<file path="src/rtl/sfpc_pkg.sv">
`timescale 1ns / 1ps

package sfpc_pkg;

  // Fixed bytes of the nine-byte frame.
  localparam logic [7:0] HDR_BYTE  = 8'hFF;
  localparam logic [7:0] FIX1_BYTE = 8'h17;
  localparam logic [7:0] FIX2_BYTE = 8'h04;
  localparam logic [7:0] FIX3_BYTE = 8'h00;
  localparam logic [7:0] FIX6_BYTE = 8'h13;
  localparam logic [7:0] FIX7_BYTE = 8'h88;

  // Byte positions inside the frame.
  localparam logic [3:0] POS_DATA_HIGH = 4'd4;
  localparam logic [3:0] POS_DATA_END  = 4'd6;

  // One received beat: a data byte or an idle-gap event.
  typedef struct packed {
    logic       is_gap;
    logic [7:0] data_byte;
  } sfpc_in_t;

  // One parsed frame.
  typedef struct packed {
    logic [15:0] concentration;
    logic        frame_ok;
  } sfpc_out_t;

endpackage

</file>
<file path="src/rtl/sensor_frame_parser_checksum.sv">
`timescale 1ns / 1ps
// A frame result appears on the output in the cycle after its checksum beat is accepted.
// Throughput: one input beat per cycle; the parse state updates in the accepting cycle.
// Input is stalled only while a finished result is held and the output side does not take it.
// Reset (rst, synchronous, active high) returns the parser to hunting for the header byte,
// clears the running sum, byte count and stored data bytes, and empties the result register.
module sensor_frame_parser_checksum
  import sfpc_pkg::*;
(
  input  logic      clk,
  input  logic      rst,
  input  logic      in_valid,
  output logic      in_ready,
  input  sfpc_in_t  in_data,
  output logic      out_valid,
  input  logic      out_ready,
  output sfpc_out_t out_data
);

  typedef enum logic [7:0] {
    PH_HEAD = 8'b0000_0001,
    PH_B1   = 8'b0000_0010,
    PH_B2   = 8'b0000_0100,
    PH_B3   = 8'b0000_1000,
    PH_DATA = 8'b0001_0000,
    PH_B6   = 8'b0010_0000,
    PH_B7   = 8'b0100_0000,
    PH_CS   = 8'b1000_0000
  } phase_t;

  phase_t     phase, phase_next;
  logic [3:0] byte_position, byte_position_next;
  logic [7:0] running_sum, running_sum_next;
  logic [7:0] value_high, value_high_next;
  logic [7:0] value_low, value_low_next;
  logic       emit;
  logic       in_fire;
  logic [7:0] b;
  logic [3:0] pos_inc;
  logic [7:0] sum_inc;
  logic [7:0] expect_cs;

  // The result register frees up in the same cycle it is drained.
  assign in_ready = !out_valid || out_ready;
  assign in_fire  = in_valid && in_ready;

  assign b         = in_data.data_byte;
  assign pos_inc   = byte_position + 4'd1;
  assign sum_inc   = running_sum + b;
  assign expect_cs = (~running_sum) + 8'd1;

  // Next parse state for the current beat.
  always_comb begin
    phase_next         = phase;
    byte_position_next = byte_position;
    running_sum_next   = running_sum;
    value_high_next    = value_high;
    value_low_next     = value_low;
    emit               = 1'b0;
    if (in_data.is_gap) begin
      phase_next         = PH_HEAD;
      byte_position_next = 4'd0;
      running_sum_next   = 8'd0;
      value_high_next    = 8'd0;
      value_low_next     = 8'd0;
    end else begin
      // A mismatched fixed byte drops the frame; a match advances to the next phase.
      unique case (phase)
        PH_HEAD: begin
          byte_position_next = 4'd0;
          running_sum_next   = 8'd0;
          if (b == HDR_BYTE) begin
            byte_position_next = 4'd1;
            phase_next         = PH_B1;
          end
        end
        PH_B1, PH_B2, PH_B3, PH_B6, PH_B7: begin
          logic [7:0] want;
          phase_t     adv;
          want = FIX1_BYTE;
          adv  = PH_B2;
          case (phase)
            PH_B2: begin
              want = FIX2_BYTE;
              adv  = PH_B3;
            end
            PH_B3: begin
              want = FIX3_BYTE;
              adv  = PH_DATA;
            end
            PH_B6: begin
              want = FIX6_BYTE;
              adv  = PH_B7;
            end
            PH_B7: begin
              want = FIX7_BYTE;
              adv  = PH_CS;
            end
            default: begin
              want = FIX1_BYTE;
              adv  = PH_B2;
            end
          endcase
          if (b == want) begin
            running_sum_next   = sum_inc;
            byte_position_next = pos_inc;
            phase_next         = adv;
          end else begin
            running_sum_next   = 8'd0;
            byte_position_next = 4'd0;
            phase_next         = PH_HEAD;
          end
        end
        PH_DATA: begin
          if (byte_position == POS_DATA_HIGH) begin
            value_high_next = b;
          end else begin
            value_low_next = b;
          end
          running_sum_next   = sum_inc;
          byte_position_next = pos_inc;
          if (pos_inc >= POS_DATA_END) begin
            phase_next = PH_B6;
          end
        end
        PH_CS: begin
          emit               = 1'b1;
          running_sum_next   = 8'd0;
          byte_position_next = 4'd0;
          phase_next         = PH_HEAD;
        end
        default: begin
          running_sum_next   = 8'd0;
          byte_position_next = 4'd0;
          phase_next         = PH_HEAD;
        end
      endcase
    end
  end

  // Parse state registers.
  always_ff @(posedge clk) begin
    if (rst) begin
      phase         <= PH_HEAD;
      byte_position <= 4'd0;
      running_sum   <= 8'd0;
      value_high    <= 8'd0;
      value_low     <= 8'd0;
    end else if (in_fire) begin
      phase         <= phase_next;
      byte_position <= byte_position_next;
      running_sum   <= running_sum_next;
      value_high    <= value_high_next;
      value_low     <= value_low_next;
    end
  end

  // Result register.
  always_ff @(posedge clk) begin
    if (rst) begin
      out_valid <= 1'b0;
    end else if (in_fire && emit) begin
      out_valid <= 1'b1;
    end else if (out_ready) begin
      out_valid <= 1'b0;
    end
  end

  always_ff @(posedge clk) begin
    if (in_fire && emit) begin
      out_data.concentration <= {value_high, value_low};
      out_data.frame_ok      <= (b == expect_cs);
    end
  end

  // A checksum beat always yields a result on the next cycle.
  a_cs_emits: assert property (@(posedge clk) disable iff (rst)
    (in_fire && !in_data.is_gap && phase == PH_CS) |=> out_valid)
    else $error("checksum beat produced no result");

  // Input is held off only while a result waits.
  a_stall_cause: assert property (@(posedge clk) disable iff (rst)
    !in_ready |-> out_valid)
    else $error("input stalled with empty result register");

  // The byte count tracks the frame phase.
  a_pos_head: assert property (@(posedge clk) disable iff (rst)
    (phase == PH_HEAD) |-> (byte_position == 4'd0 && running_sum == 8'd0))
    else $error("hunting with stale count or sum");

  a_pos_data: assert property (@(posedge clk) disable iff (rst)
    (phase == PH_DATA) |-> (byte_position == 4'd4 || byte_position == 4'd5))
    else $error("data phase at wrong byte position");

  // An idle gap clears the parser.
  a_gap_clears: assert property (@(posedge clk) disable iff (rst)
    (in_fire && in_data.is_gap) |=> (phase == PH_HEAD && value_high == 8'd0
      && value_low == 8'd0))
    else $error("idle gap did not reset parser");

endmodule
</file>
<file path="config.mk">
export PLATFORM = sky130hd
export DESIGN_NAME = sensor_frame_parser_checksum
export DESIGN_NICKNAME = d
export VERILOG_FILES = /design/src/rtl/sfpc_pkg.sv /design/src/rtl/sensor_frame_parser_checksum.sv
export SDC_FILE = /design/constraint.sdc
export NUM_CORES = 1
export LEC_CHECK = 0
export BUFFER_PORTS_ARGS = -buffer_cell sky130_fd_sc_hd__buf_4
export CORE_ASPECT_RATIO = 2
export CORE_MARGIN = 2
export CORE_UTILIZATION = 34
export CTS_BUF_LIST = sky130_fd_sc_hd__clkbuf_16
export DETAILED_ROUTE_END_ITERATION = 16
export GPL_ROUTABILITY_DRIVEN = 0
export SLEW_MARGIN = 5
export SYNTH_ARGS = -nofsm -noshare
export SYNTH_HDL_FRONTEND = slang
export SYNTH_SLANG_ARGS = --single-unit
</file>
<file path="constraint.sdc">
create_clock -name clk -period 6.5 [get_ports clk]
set_input_delay 1.3 -clock clk [delete_from_list [all_inputs] [get_ports clk]]
set_output_delay 1.3 -clock clk [all_outputs]
set_load 0.01 [all_outputs]
</file>
### Word-level counts from Yosys, hierarchy flattened

Index checks and enable logic that the tools add are counted.

| cells by class | value |
|---|---|
| eq/ne operators | 15 |
| add/subtract/negate cells | 3 |
| $lt $le $gt $ge | 1 |
| reduce and logical (&&, ||, !) cells | 11 |
| multiplexer cells | 26 |
| bitwise operators | 1 |

Operators with widths:

| kind | count |
|---|---|
| two-way mux 8 bit | 14 |
| case mux 8 bit (4 select lines) | 2 |
| case mux 8 bit (3 select lines) | 1 |
| equality test 8 bit | 2 |
| equality test 8 bit (second input constant) | 2 |
| case mux 8 bit (2 select lines) | 1 |
| case mux 4 bit (3 select lines) | 1 |
| AND reduction 3 bit | 3 |
| adder 8 x 1 -> 8 bit (second input constant) | 1 |
| adder 8 bit | 1 |
| equality test 8 x 1 -> 1 bit (second input constant) | 1 |
| equality test 8 x 2 -> 1 bit (second input constant) | 1 |
| equality test 8 x 3 -> 1 bit (second input constant) | 1 |
| equality test 8 x 4 -> 1 bit (second input constant) | 1 |
| equality test 8 x 5 -> 1 bit (second input constant) | 1 |
| equality test 8 x 6 -> 1 bit (second input constant) | 1 |
| equality test 8 x 7 -> 1 bit (second input constant) | 1 |
| two-way mux 4 bit | 2 |
| inverter 8 bit | 1 |
| inequality test 3 bit (second input constant) | 2 |
| nonzero test 2 bit | 3 |
| two-way mux 1 bit | 5 |
| OR reduction 5 bit | 1 |
| adder 4 x 1 -> 4 bit (second input constant) | 1 |
| other kinds (6) | 7 |

| storage, ports and cells | value |
|---|---|
| logic and storage cells | 65 |
| flip-flop bits (word level) | 54 |
| output and inout port bits | 19 |
| bits of input ports | 13 |

### Longest topological paths before layout

Gate-level depths: netlist of the first run.

| depth | value |
|---|---|
| depth after elaboration | 8 |
| mapped depth | 9 |
| depth with buffers taken out | 9 |

### Worst setup path after synthesis of the first run

Ideal clock, no wire load.

| path | value |
|---|---|
| path kind | input port to flip-flop |
| start point | input out_ready |
| end point | register out_data[0] (netlist name) (enable) |
| cell stages on the path | 6 |
| path slack | 2.543 ns |
| arrival time | 3.538 ns |
| cells stage by stage | nor2b_1 -> inv_1 -> nand2_1 -> nor2_1 -> nand3_1 -> nor3b_1 |

| on the way | value |
|---|---|
| cells in the longest elaborated chain, start to end | 3 |

Ends and longest elaborated chain:

| element | line | text |
|---|---|---|
| from (decl) | sensor_frame_parser_checksum.sv:16 | `input logic out_ready,` |
| logical OR 1 bit | sensor_frame_parser_checksum.sv:44 | `assign in_ready = !out_valid \|\| out_ready;` |
| named net in_ready | sensor_frame_parser_checksum.sv:13 | `output logic in_ready,` |
| logical AND 1 bit | sensor_frame_parser_checksum.sv:45 | `assign in_fire = in_valid && in_ready;` |
| logical AND 1 bit | sensor_frame_parser_checksum.sv:170 | `if (in_fire && emit) begin` |
| to (decl) | sensor_frame_parser_checksum.sv:17 | `output sfpc_out_t out_data` |

The timed path passes the listed nets, and every way through them passes these cells.
A chain may end at the register's enable or synchronous reset.

### Worst setup path in the final report of the first run

| path | value |
|---|---|
| start point | input out_ready |
| end point | register out_data[12] (netlist name) (enable) |

| on the way | value |
|---|---|
| cells in the longest elaborated chain, start to end | 3 |

Ends and longest elaborated chain:

| element | line |
|---|---|
| logical OR 1 bit | sensor_frame_parser_checksum.sv:44 |
| logical AND 1 bit | sensor_frame_parser_checksum.sv:45 |
| logical AND 1 bit | sensor_frame_parser_checksum.sv:170 |

No other way between the ends.

==> out/results.ini, run 1 <==
[sta]
setup_ws_ns=3.26
timing.final.crit_share_pct=49.8
worst_slew_pin_slew_ns=0.759
rsz0062_at_grt=false
hold_ws_ns=0.433
fin_crit_ns=3.24
hold_viol=0
max_slew_margin_pct=48.9
maxSlewViolCount=0
fmax_mhz=309
fin_skew_ns=0.00783
fin_setup_tns_ns=0
setup_viol=0

[die]
chipWidth_um=69.5
core_um2=8290
die_h_um=135
num_rows=47
io_pins=32
die_area_um2=9370
start_util_pct=35.1

[synthesis]
synth-adder-area-share_pct=5.41
synth_xor_area_share_pct=6.92
ys_async_sr_fraction_pct=0
synth-seq-cells=54
synth_area_um2=2910
syn-instance-count=301
synth_compound_area_share_pct=14.3
ys.flop_type=dfxtp_1
synth_cell_types=56
synth_area_per_cell_um2=9.68
synth_top_family_by_area=simple AND/OR/NAND/NOR gates
synth-edff-count=17
syn_nets=326
synth_mux_area_share_pct=5.84
synth_simple_gate_area_share_pct=21.1
synth_warnings=0
yosysSeqAreaShare_pct=43.0

[clock_tree]
cts_resized=0
root_buffer=clkbuf_16
cts.sinks=54
clock_latency_ns=0.29
cts_setup_buffers=0
tritoncts=built
ctsLongestPathBuffers=2
htreeDepth=2
cts_buffers=5
clk_pin_slew_ns=0.07
holdBufCountCts=0

[detailed_routing]
drc=0
via_per_inst=5.41
met2_wirelength_um=3800
drtPass1Iterations=4
wl_met1_um=2750
vias=2294
drt-initial-drc-count=139
wl_met3_um=192
drt_wl_total_um=7020
avgRoutedWirePerCell_um=16.6
ant_nets=0
routed.top_layer=met4

[placed_design]
place_area_um2=3210
numPortBuffers=31
dp.cells=416
dp.final_hpwl_um=5320
pre_cts_slack_ns=2.93

[global_route]
grt_pass1_wl_um=11600
grt_pass1_vias=2317
antenna_found_initial=0
grt_overflow=0
grt_max_degree=38
grt.total_usage_pct=15.6

[setup_path]
cp_max_fo=19
crit_type=in2reg
crit_buf_inv=3
path_common_cell=buf_4
crit_family=simple AND/OR/NAND/NOR gates
cp_slowest_cell=nor2_1
end_kind=flip-flop
worstPathArrival_ns=3.22
worstRegToRegCells=7
r2r_end=running_sum[7]$_SDFFE_PP0P_
crit_chain=buf_4 -> nor2b_1 -> inv_1 -> nand2_1 -> nor2_1 -> nand3_1 -> nor3b_2 -> buf_4
startpoint_type=input pin
r2r_start=phase[5]$_SDFFE_PP0P_
slowest_delay_ns=0.62
required_ns=6.48
reg2reg_slack_ns=3.62

[layout]
drive_above_1_share_pct=16.3
final_common_cell=nor2_1
antenna_cells=0
design_area_um2=3370
final_cells=424
nets=350
syn2layout_area_growth_pct=15.9
layout_common_cells=nor2_1 (38), dfxtp_1 (37), buf_4 (32)
postLayoutCoreUtil_pct=40.7
num-fill-cells=810

[min_path]
worstHoldStart=value_low[0]$_SDFFE_PP0P_
hold_path.class=reg2reg
hold_depth=0
min_to=out_data[1]$_DFFE_PP_

[status]
status=finished, final reports clean

[pwr]
powerDensity_nw_per_um2=213
design_power_total_mw=0.719
leakage_nw=1.29
peakVddDrop_mv=0.122

[run]
timing.max_cap.violations=0

==> how the worst max path moves through the flow <==
stage / startpoint / to / slack, ns / cells after the start
5_1_grt: out_ready / out_data[12]$_DFFE_PP_ / 3.05 / 8
6_report: out_ready / out_data[12]$_DFFE_PP_ / 3.26 / 8
4_1_cts: out_ready / out_data[12]$_DFFE_PP_ / 3.24 / 8
3_3_place_gp: out_ready / out_data[16]$_DFFE_PP_ / 3.04 / 8
3_5_place_dp: out_ready / out_data[5]$_DFFE_PP_ / 2.93 / 8
2_1_floorplan: out_ready / out_data[0]$_DFFE_PP_ / 2.54 / 6
==> cell type report <==
type	instances	area (um2)	share of cell area, %
clock inverter	3	42.5	1.26
clock buffer	5	125	3.71
sequential	54	1250	37.1
multi-input combinational	225	1570	46.4
timing repair buffer	32	240	7.12
inverter	7	26.3	0.779
tap	98	123	3.63
==> sequential cells by signal (all words and copies together) (netlist names) <==
signal / count
value_low: 8
out_valid: 1
byte_position: 4
value_high: 8
out_data: 17
phase: 8
running_sum: 8
==> worst reg2reg max path: cells and delay by family (launching register included) <==
kind	cells	cell delay (ns)
DFF	1	0.41
AOI/OAI and AO/OA	4	1.38
and+or+nand+nor	3	1.02
==> where the power goes <==
part / switching (mW) / internal [mW]
Combinational: 0.0365 / 0.0244
Sequential: 0.00378 / 0.350
Clock: 0.122 / 0.182
Total: 0.162 / 0.557
==> kinds of logic (layout without fill, tap and decap cells) <==
logic type	Yosys count	in the layout
AO/OA/AOI/OAI	57	57
adder cells (fa/ha/maj)	12	12
buffers and inverters	22	47
XOR/XNOR	23	23
AND/OR/NAND/NOR	116	116
flip-flops	54	54
multiplexers	17	17
==> layer usage <==
layer  up-vias  track usage, %
li1       1152               -
met1      1080            16.1
met2        48            29.5
met4         0            9.04
met3        14            2.01
met5         -               0
==> cells in the mapped netlist (all sizes together), types with 4 or more instances <==
cell type,n,area [um2]
edfxtp,17,510
xor2,13,114
inv,7,26.3
o21ai,8,47.6
nand3,10,50.1
clkbuf,10,37.5
a32oi,9,78.8
dfxtp,37,741
and3,6,42.5
mux2i,17,170
nor4,4,25.0
nand2,10,37.5
nor3,13,70.1
buf,5,36.3
nand4,7,43.8
a21oi,16,83.8
ha,11,138
xnor2,10,87.6
nor2,40,155
nor2b,10,62.6
No activity file was read; power rests on OpenSTA's default activity.
==> run 2: changes to the inputs <==
clock period = 2.7 ns   (was 6.5 ns; I/O delays follow)
==> run 2 against run 1 <==
Setup slack worse by 3.0 ns. Cell count is 2.1% higher. Via count up 2.4%. Power grew 130%. Clock skew decreased by 0.0045 ns. Sequential power up 140%. Combinational power increased to 2.6 times the previous value. Largest cell class unchanged. Wire length decreased by 1.5%. Largest power group unchanged. Utilization is 1.0 points higher.
==> out/results.ini, run 2 (synthesis results as in run 1) <==
[setup_path]
r2r_end=phase[6]$_SDFFE_PP0P_  ; was running_sum[7]$_SDFFE_PP0P_
required_ns=2.93  ; was 6.48 ns
crit_type=reg2reg  ; was in2reg
r2r_start=phase[0]$_SDFFE_PP1P_  ; was phase[5]$_SDFFE_PP0P_
startpoint_type=flip-flop  ; was input pin
worstPathArrival_ns=2.69  ; was 3.22 ns
end_kind=flip-flop  ; unchanged
worstRegToRegCells=7  ; unchanged
reg2reg_slack_ns=0.24  ; was 3.62 ns
cp_max_fo=8  ; was 19

[die]
die_area_um2=9370  ; unchanged
chipWidth_um=69.5  ; unchanged
io_pins=32  ; unchanged
core_um2=8290  ; unchanged
die_h_um=135  ; unchanged
start_util_pct=35.1  ; unchanged
num_rows=47  ; unchanged

[sta]
worst_slew_pin_slew_ns=0.598  ; was 0.759 ns
max_slew_margin_pct=60.1  ; was 48.9%
fin_setup_tns_ns=0  ; unchanged
setup_viol=0  ; unchanged
rsz0062_at_grt=false  ; unchanged
fin_crit_ns=2.46
fmax_mhz=407
maxSlewViolCount=0  ; unchanged
timing.final.crit_share_pct=91.1
hold_viol=0  ; unchanged
fin_skew_ns=0.00329  ; was 0.00783 ns

[run]
timing.max_cap.violations=0  ; unchanged

[pwr]
pwr-share-seq_pct=50.9  ; was 49.3%
design_power_total_mw=1.67  ; was 0.719 mW
peakVddDrop_mv=0.267  ; was 0.122 mV
p_sw_share_pct=24.5  ; was 22.6%
leakage_nw=1.33  ; was 1.29 nW
switchingPower_mw=0.411  ; was 0.162 mW
p_clk_share_pct=39.7  ; was 42.3%
combinationalPowerShare_pct=9.5  ; was 8.5%
powerDensity_nw_per_um2=484  ; was 213 nW/um2
p_int_mw=1.26  ; was 0.557 mW

[placed_design]
numPortBuffers=31  ; unchanged
dp.final_hpwl_um=5360  ; was 5320 um
place_area_um2=3290  ; was 3210 um2

[layout]
seqCellArea_um2=1250  ; unchanged
drive_above_1_share_pct=19.7  ; was 16.3%
multi_input_area_um2=1580  ; was 1570 um2
largest_register_ffs=17  ; unchanged
largest-register=out_data  ; unchanged
layout_common_cells=buf_4 (40), nor2_1 (38), dfxtp_1 (37)  ; was nor2_1 (38), dfxtp_1 (37), buf_4 (32)
nets=359  ; was 350
syn2layout_area_growth_pct=18.7  ; was 15.9%
num-fill-cells=807  ; was 810
antenna_cells=0  ; unchanged
final_common_cell=buf_4  ; was nor2_1
design_area_um2=3460  ; was 3370 um2

[detailed_routing]
ant_nets=0  ; unchanged
drt_wl_total_um=6920  ; was 7020 um
drc=0  ; unchanged
avgRoutedWirePerCell_um=16.0  ; was 16.6 um
vias=2350  ; was 2,294
via_per_inst=5.43  ; was 5.41
drt-initial-drc-count=126  ; was 139
drtPass1Iterations=4  ; unchanged

[min_path]
hold_path.class=reg2reg  ; unchanged
hold_depth=0  ; unchanged
min_to=out_data[1]$_DFFE_PP_  ; unchanged
worstHoldStart=value_low[0]$_SDFFE_PP0P_  ; unchanged

[global_route]
grt_pass1_vias=2279  ; was 2,317
grt_pass1_wl_um=11300  ; was 11,600 um
antenna_found_initial=0  ; unchanged
grt_max_degree=38  ; unchanged
grt_overflow=0  ; unchanged
grt.total_usage_pct=15.3  ; was 15.6%

[clock_tree]
tritoncts=built  ; unchanged
clk_pin_slew_ns=0.07  ; about the same
cts_buffers=5  ; unchanged
holdBufCountCts=0  ; unchanged
cts.sinks=54  ; unchanged
ctsLongestPathBuffers=2  ; unchanged
clock_latency_ns=0.29  ; about the same
htreeDepth=2  ; unchanged
root_buffer=clkbuf_16  ; unchanged

[status]
status=finished, final reports clean  ; unchanged

-- run 2: changes by cell type in the layout (fill, tap and decap cells not counted), moves of 2 or more --
cell / previous run / this run
nor3_1: 12 / 10
buf_4: 32 / 40
clkinv_4: 0 / 2
nor3_2: 1 / 3
-- run 2: per-layer routing --
metal  up-vias  routed length (um)  GRT usage (%)
li1       1164                   -              -
met1      1102                2610           15.9
met2        58                3720           28.2
met3        26                 174           2.31
met4         0                 414           9.69
met5         -                   0              0
-- run 2: worst max-delay path, cell delays in order (launching register included) --
cell       delay [ns]
dfxtp_1          0.40
nor4_2           0.45
nand3_1          0.21
a2111oi_2        0.47
o221ai_2         0.20
nor3_2           0.36
nand4_1          0.15
a21oi_1          0.16
-- run 2: power groups by stage --
stage	Clock (mW)	Combinational, mW	Sequential, mW
after global routing	0.720	0.174	0.853
after global placement	0	0.156	0.870
after detailed placement	0	0.158	0.870
after CTS	0.688	0.159	0.851
final	0.664	0.158	0.852
after floorplan	0	0.105	0.866
-- run 2: repair_timing --
item                       in CTS  in global routing
setup endpoints to repair       0                 10
resized for setup               0                  3
setup buffers                   0                  0
-- run 2: worst max-delay path by stage --
stage | start | end | slack [ns] | depth (start not counted)
2_1_floorplan | out_ready | out_data[0]$_DFFE_PP_ | 0.11 | 6
3_3_place_gp | phase[0]$_SDFFE_PP1P_ | phase[2]$_SDFFE_PP0P_ | 0.16 | 7
3_5_place_dp | phase[0]$_SDFFE_PP1P_ | phase[6]$_SDFFE_PP0P_ | 0.14 | 7
4_1_cts | phase[0]$_SDFFE_PP1P_ | phase[2]$_SDFFE_PP0P_ | 0.11 | 7
5_1_grt | phase[0]$_SDFFE_PP1P_ | phase[6]$_SDFFE_PP0P_ | 0.03 | 7
6_report | phase[0]$_SDFFE_PP1P_ | phase[6]$_SDFFE_PP0P_ | 0.24 | 7
-- run 2: area by class of cell --
cell class | instances | share of cell area, %
Clock buffer | 5 | 3.62
Multi-Input combinational cell | 225 | 45.8
Sequential cell | 54 | 36.2
Tap cell | 98 | 3.55
Timing Repair Buffer | 41 | 9.27
Inverter | 7 | 0.760
Clock inverter | 3 | 0.832
-- run 2: through the flow --
stage / cells / hold WS (ns) / util [%] / setup slack [ns]
after global placement: 425 / 0.416 / 39.6 / 0.155
after floorplan: 301 / 0.408 / - / 0.105
final: 433 / 0.431 / 41.7 / 0.241
after CTS: 433 / 0.432 / 41.5 / 0.114
after detailed placement: 425 / 0.414 / 39.6 / 0.141
after global routing: 433 / 0.445 / 41.7 / 0.0253
==> run 3: changes to the inputs <==
GPL_TIMING_DRIVEN = 0   (was default)
==> run 3 against run 2 <==
Critical endpoint is now running_sum[4]$_SDFFE_PP0P_. Sequential power about the same. Count of clock-buffer cells in the layout is the same. Setup slack got worse by 0.16 ns. Sequential share of layout area is 0.44 points lower. Largest cell class unchanged. Register-to-register slack got worse by 0.16 ns. Clock power increased by 13%. Clock skew hardly changed. Die area stayed put. Via count increased by 2.5%. Sequential cell count is the same. Global-route usage grew 0.19 points. Cell count is 1.2% higher.
==> out/results.ini, run 3 (synthesis results as in run 1) <==
[die]
chipWidth_um=69.5  ; unchanged
die_h_um=135  ; unchanged
start_util_pct=35.1  ; unchanged
num_rows=47  ; unchanged
io_pins=32  ; unchanged
die_area_um2=9370  ; unchanged
core_um2=8290  ; unchanged

[min_path]
min_to=out_data[1]$_DFFE_PP_  ; unchanged
worstHoldStart=value_low[0]$_SDFFE_PP0P_  ; unchanged
hold_depth=0  ; unchanged
hold_path.class=reg2reg  ; unchanged

[pwr]
design_power_total_mw=1.76  ; was 1.67 mW
peakVddDrop_mv=0.308  ; was 0.267 mV
leakage_nw=1.34  ; was 1.33 nW
powerDensity_nw_per_um2=503  ; was 484 nW/um2

[setup_path]
end_kind=flip-flop  ; unchanged
reg2reg_slack_ns=0.08  ; was 0.24 ns
r2r_end=running_sum[4]$_SDFFE_PP0P_  ; was phase[6]$_SDFFE_PP0P_
worstPathArrival_ns=2.79  ; was 2.69 ns
worstRegToRegCells=9  ; was 7
crit_type=reg2reg  ; unchanged
r2r_start=phase[4]$_SDFFE_PP0P_  ; was phase[0]$_SDFFE_PP1P_
startpoint_type=flip-flop  ; unchanged
cp_max_fo=10  ; was 8
required_ns=2.87  ; was 2.93 ns

[clock_tree]
tritoncts=built  ; unchanged
cts_buffers=5  ; unchanged
cts.sinks=54  ; unchanged
root_buffer=clkbuf_16  ; unchanged
clock_latency_ns=0.29  ; about the same
holdBufCountCts=0  ; unchanged
ctsLongestPathBuffers=2  ; unchanged
htreeDepth=2  ; unchanged
clk_pin_slew_ns=0.07  ; about the same

[sta]
maxSlewViolCount=0  ; unchanged
fin_setup_tns_ns=0  ; unchanged
setup_viol=0  ; unchanged
worst_slew_pin_slew_ns=0.715  ; was 0.598 ns
setup_ws_ns=0.0831  ; was 0.241 ns
fin_skew_ns=0.00301  ; was 0.00329 ns
fmax_mhz=382  ; was 407 MHz
fin_crit_ns=2.62  ; was 2.46 ns
timing.final.crit_share_pct=96.9  ; was 91.1%
rsz0062_at_grt=false  ; unchanged
hold_viol=0  ; unchanged
max_slew_margin_pct=52.1  ; was 60.1%

[placed_design]
numPortBuffers=30  ; was 31
pre_cts_slack_ns=-0.674  ; was 0.141 ns
place_area_um2=3270  ; was 3290 um2
dp.final_hpwl_um=5520  ; was 5360 um

[layout]
layout_common_cells=nor2_1 (38), dfxtp_1 (37), buf_4 (30)  ; was buf_4 (40), nor2_1 (38), dfxtp_1 (37)
num-fill-cells=812  ; was 807
final_common_cell=nor2_1  ; was buf_4
syn2layout_area_growth_pct=20.1  ; was 18.7%
antenna_cells=0  ; unchanged
drive_above_1_share_pct=17.9  ; was 19.7%
largest_register_ffs=17  ; unchanged
largest-register=out_data  ; unchanged
design_area_um2=3500  ; was 3460 um2
nets=364  ; was 359
postLayoutCoreUtil_pct=42.2  ; was 41.7%

[global_route]
antenna_found_initial=0  ; unchanged
grt_overflow=0  ; unchanged
grt_pass1_wl_um=11500  ; was 11,300 um
grt_pass1_vias=2300  ; was 2,279
grt.total_usage_pct=15.5  ; was 15.3%
grt_max_degree=19  ; was 38

[detailed_routing]
avgRoutedWirePerCell_um=16.4  ; was 16.0 um
vias=2408  ; was 2,350
ant_nets=0  ; unchanged
via_per_inst=5.50  ; was 5.43
drt-initial-drc-count=128  ; was 126
drt_wl_total_um=7200  ; was 6920 um
drtPass1Iterations=4  ; unchanged
drc=0  ; unchanged

[status]
status=finished, final reports clean  ; unchanged

[run]
timing.max_cap.violations=0  ; unchanged

==> run 3: cell types whose count changed in the layout (fill, tap and decap cells not counted), moves of 2 or more <==
cell and change:
buf_4 -10, clkbuf_1 +10, buf_2 +2, buf_6 +2, clkinv_4 -2
==> run 3: through the flow <==
step                      hold slack, ns  std cells
after floorplan                    0.408        301
after global placement             0.416        429
after detailed placement           0.419        429
after CTS                          0.438        438
after global routing               0.451        438
final                              0.434        438
==> run 3: area by class of cell <==
type | instances | area, um2 | area share, %
Tap cell | 98 | 123 | 3.50
Timing Repair Buffer | 31 | 245 | 7.01
Inverter | 7 | 26.3 | 0.751
Multi-Input combinational cell | 225 | 1610 | 45.9
Clock buffer | 5 | 125 | 3.58
Sequential cell | 54 | 1250 | 35.8
Clock inverter | 3 | 48.8 | 1.39
Buffer | 15 | 73.8 | 2.11
==> run 3: critical path, stage by stage, from the launching register on <==
cell and delay, ns:
dfxtp_1 0.30, clkbuf_1 0.19, or3_1 0.40, or4b_4 0.53
and3_4 0.20, o221ai_2 0.24, o21ai_2 0.15, buf_6 0.17
a32oi_1 0.24, nor2_1 0.06
==> run 3: metal layers <==
| metal | track usage, % | share of wire (%) | vias up |
|---|---|---|---|
| met3 | 1.64 | 3.0 | 20 |
| li1 | - | - | 1178 |
| met4 | 9.04 | 4.8 | 0 |
| met1 | 16.4 | 37 | 1140 |
| met2 | 29.1 | 55 | 70 |
| met5 | 0 | 0 | - |
==> run 3: where the power goes <==
group / leakage (nW) / internal [mW] / switching (mW) / total (mW)
logic: 0.801 / 0.0643 / 0.0998 / 0.164
clock network: 0.0819 / 0.444 / 0.303 / 0.747
registers: 0.453 / 0.843 / 0.00647 / 0.849
total: 1.34 / 1.35 / 0.409 / 1.76
==> run 3: what timing repair did <==
item,CTS,global route
endpoints found under the setup margin,18,16
setup buffers,1,0
pin swaps,1,0
gates resized for setup,1,5
==> run 3: how the worst max path moves through the flow <==
stage / endpoint / from / slack, ns
6_report: running_sum[4]$_SDFFE_PP0P_ / phase[4]$_SDFFE_PP0P_ / 0.08
5_1_grt: running_sum[4]$_SDFFE_PP0P_ / phase[4]$_SDFFE_PP0P_ / 0.0003
4_1_cts: running_sum[6]$_SDFFE_PP0P_ / phase[0]$_SDFFE_PP1P_ / 0.03
3_5_place_dp: out_data[8]$_DFFE_PP_ / out_ready / -0.67
3_3_place_gp: out_data[0]$_DFFE_PP_ / out_ready / -0.62
2_1_floorplan: out_data[0]$_DFFE_PP_ / out_ready / 0.11
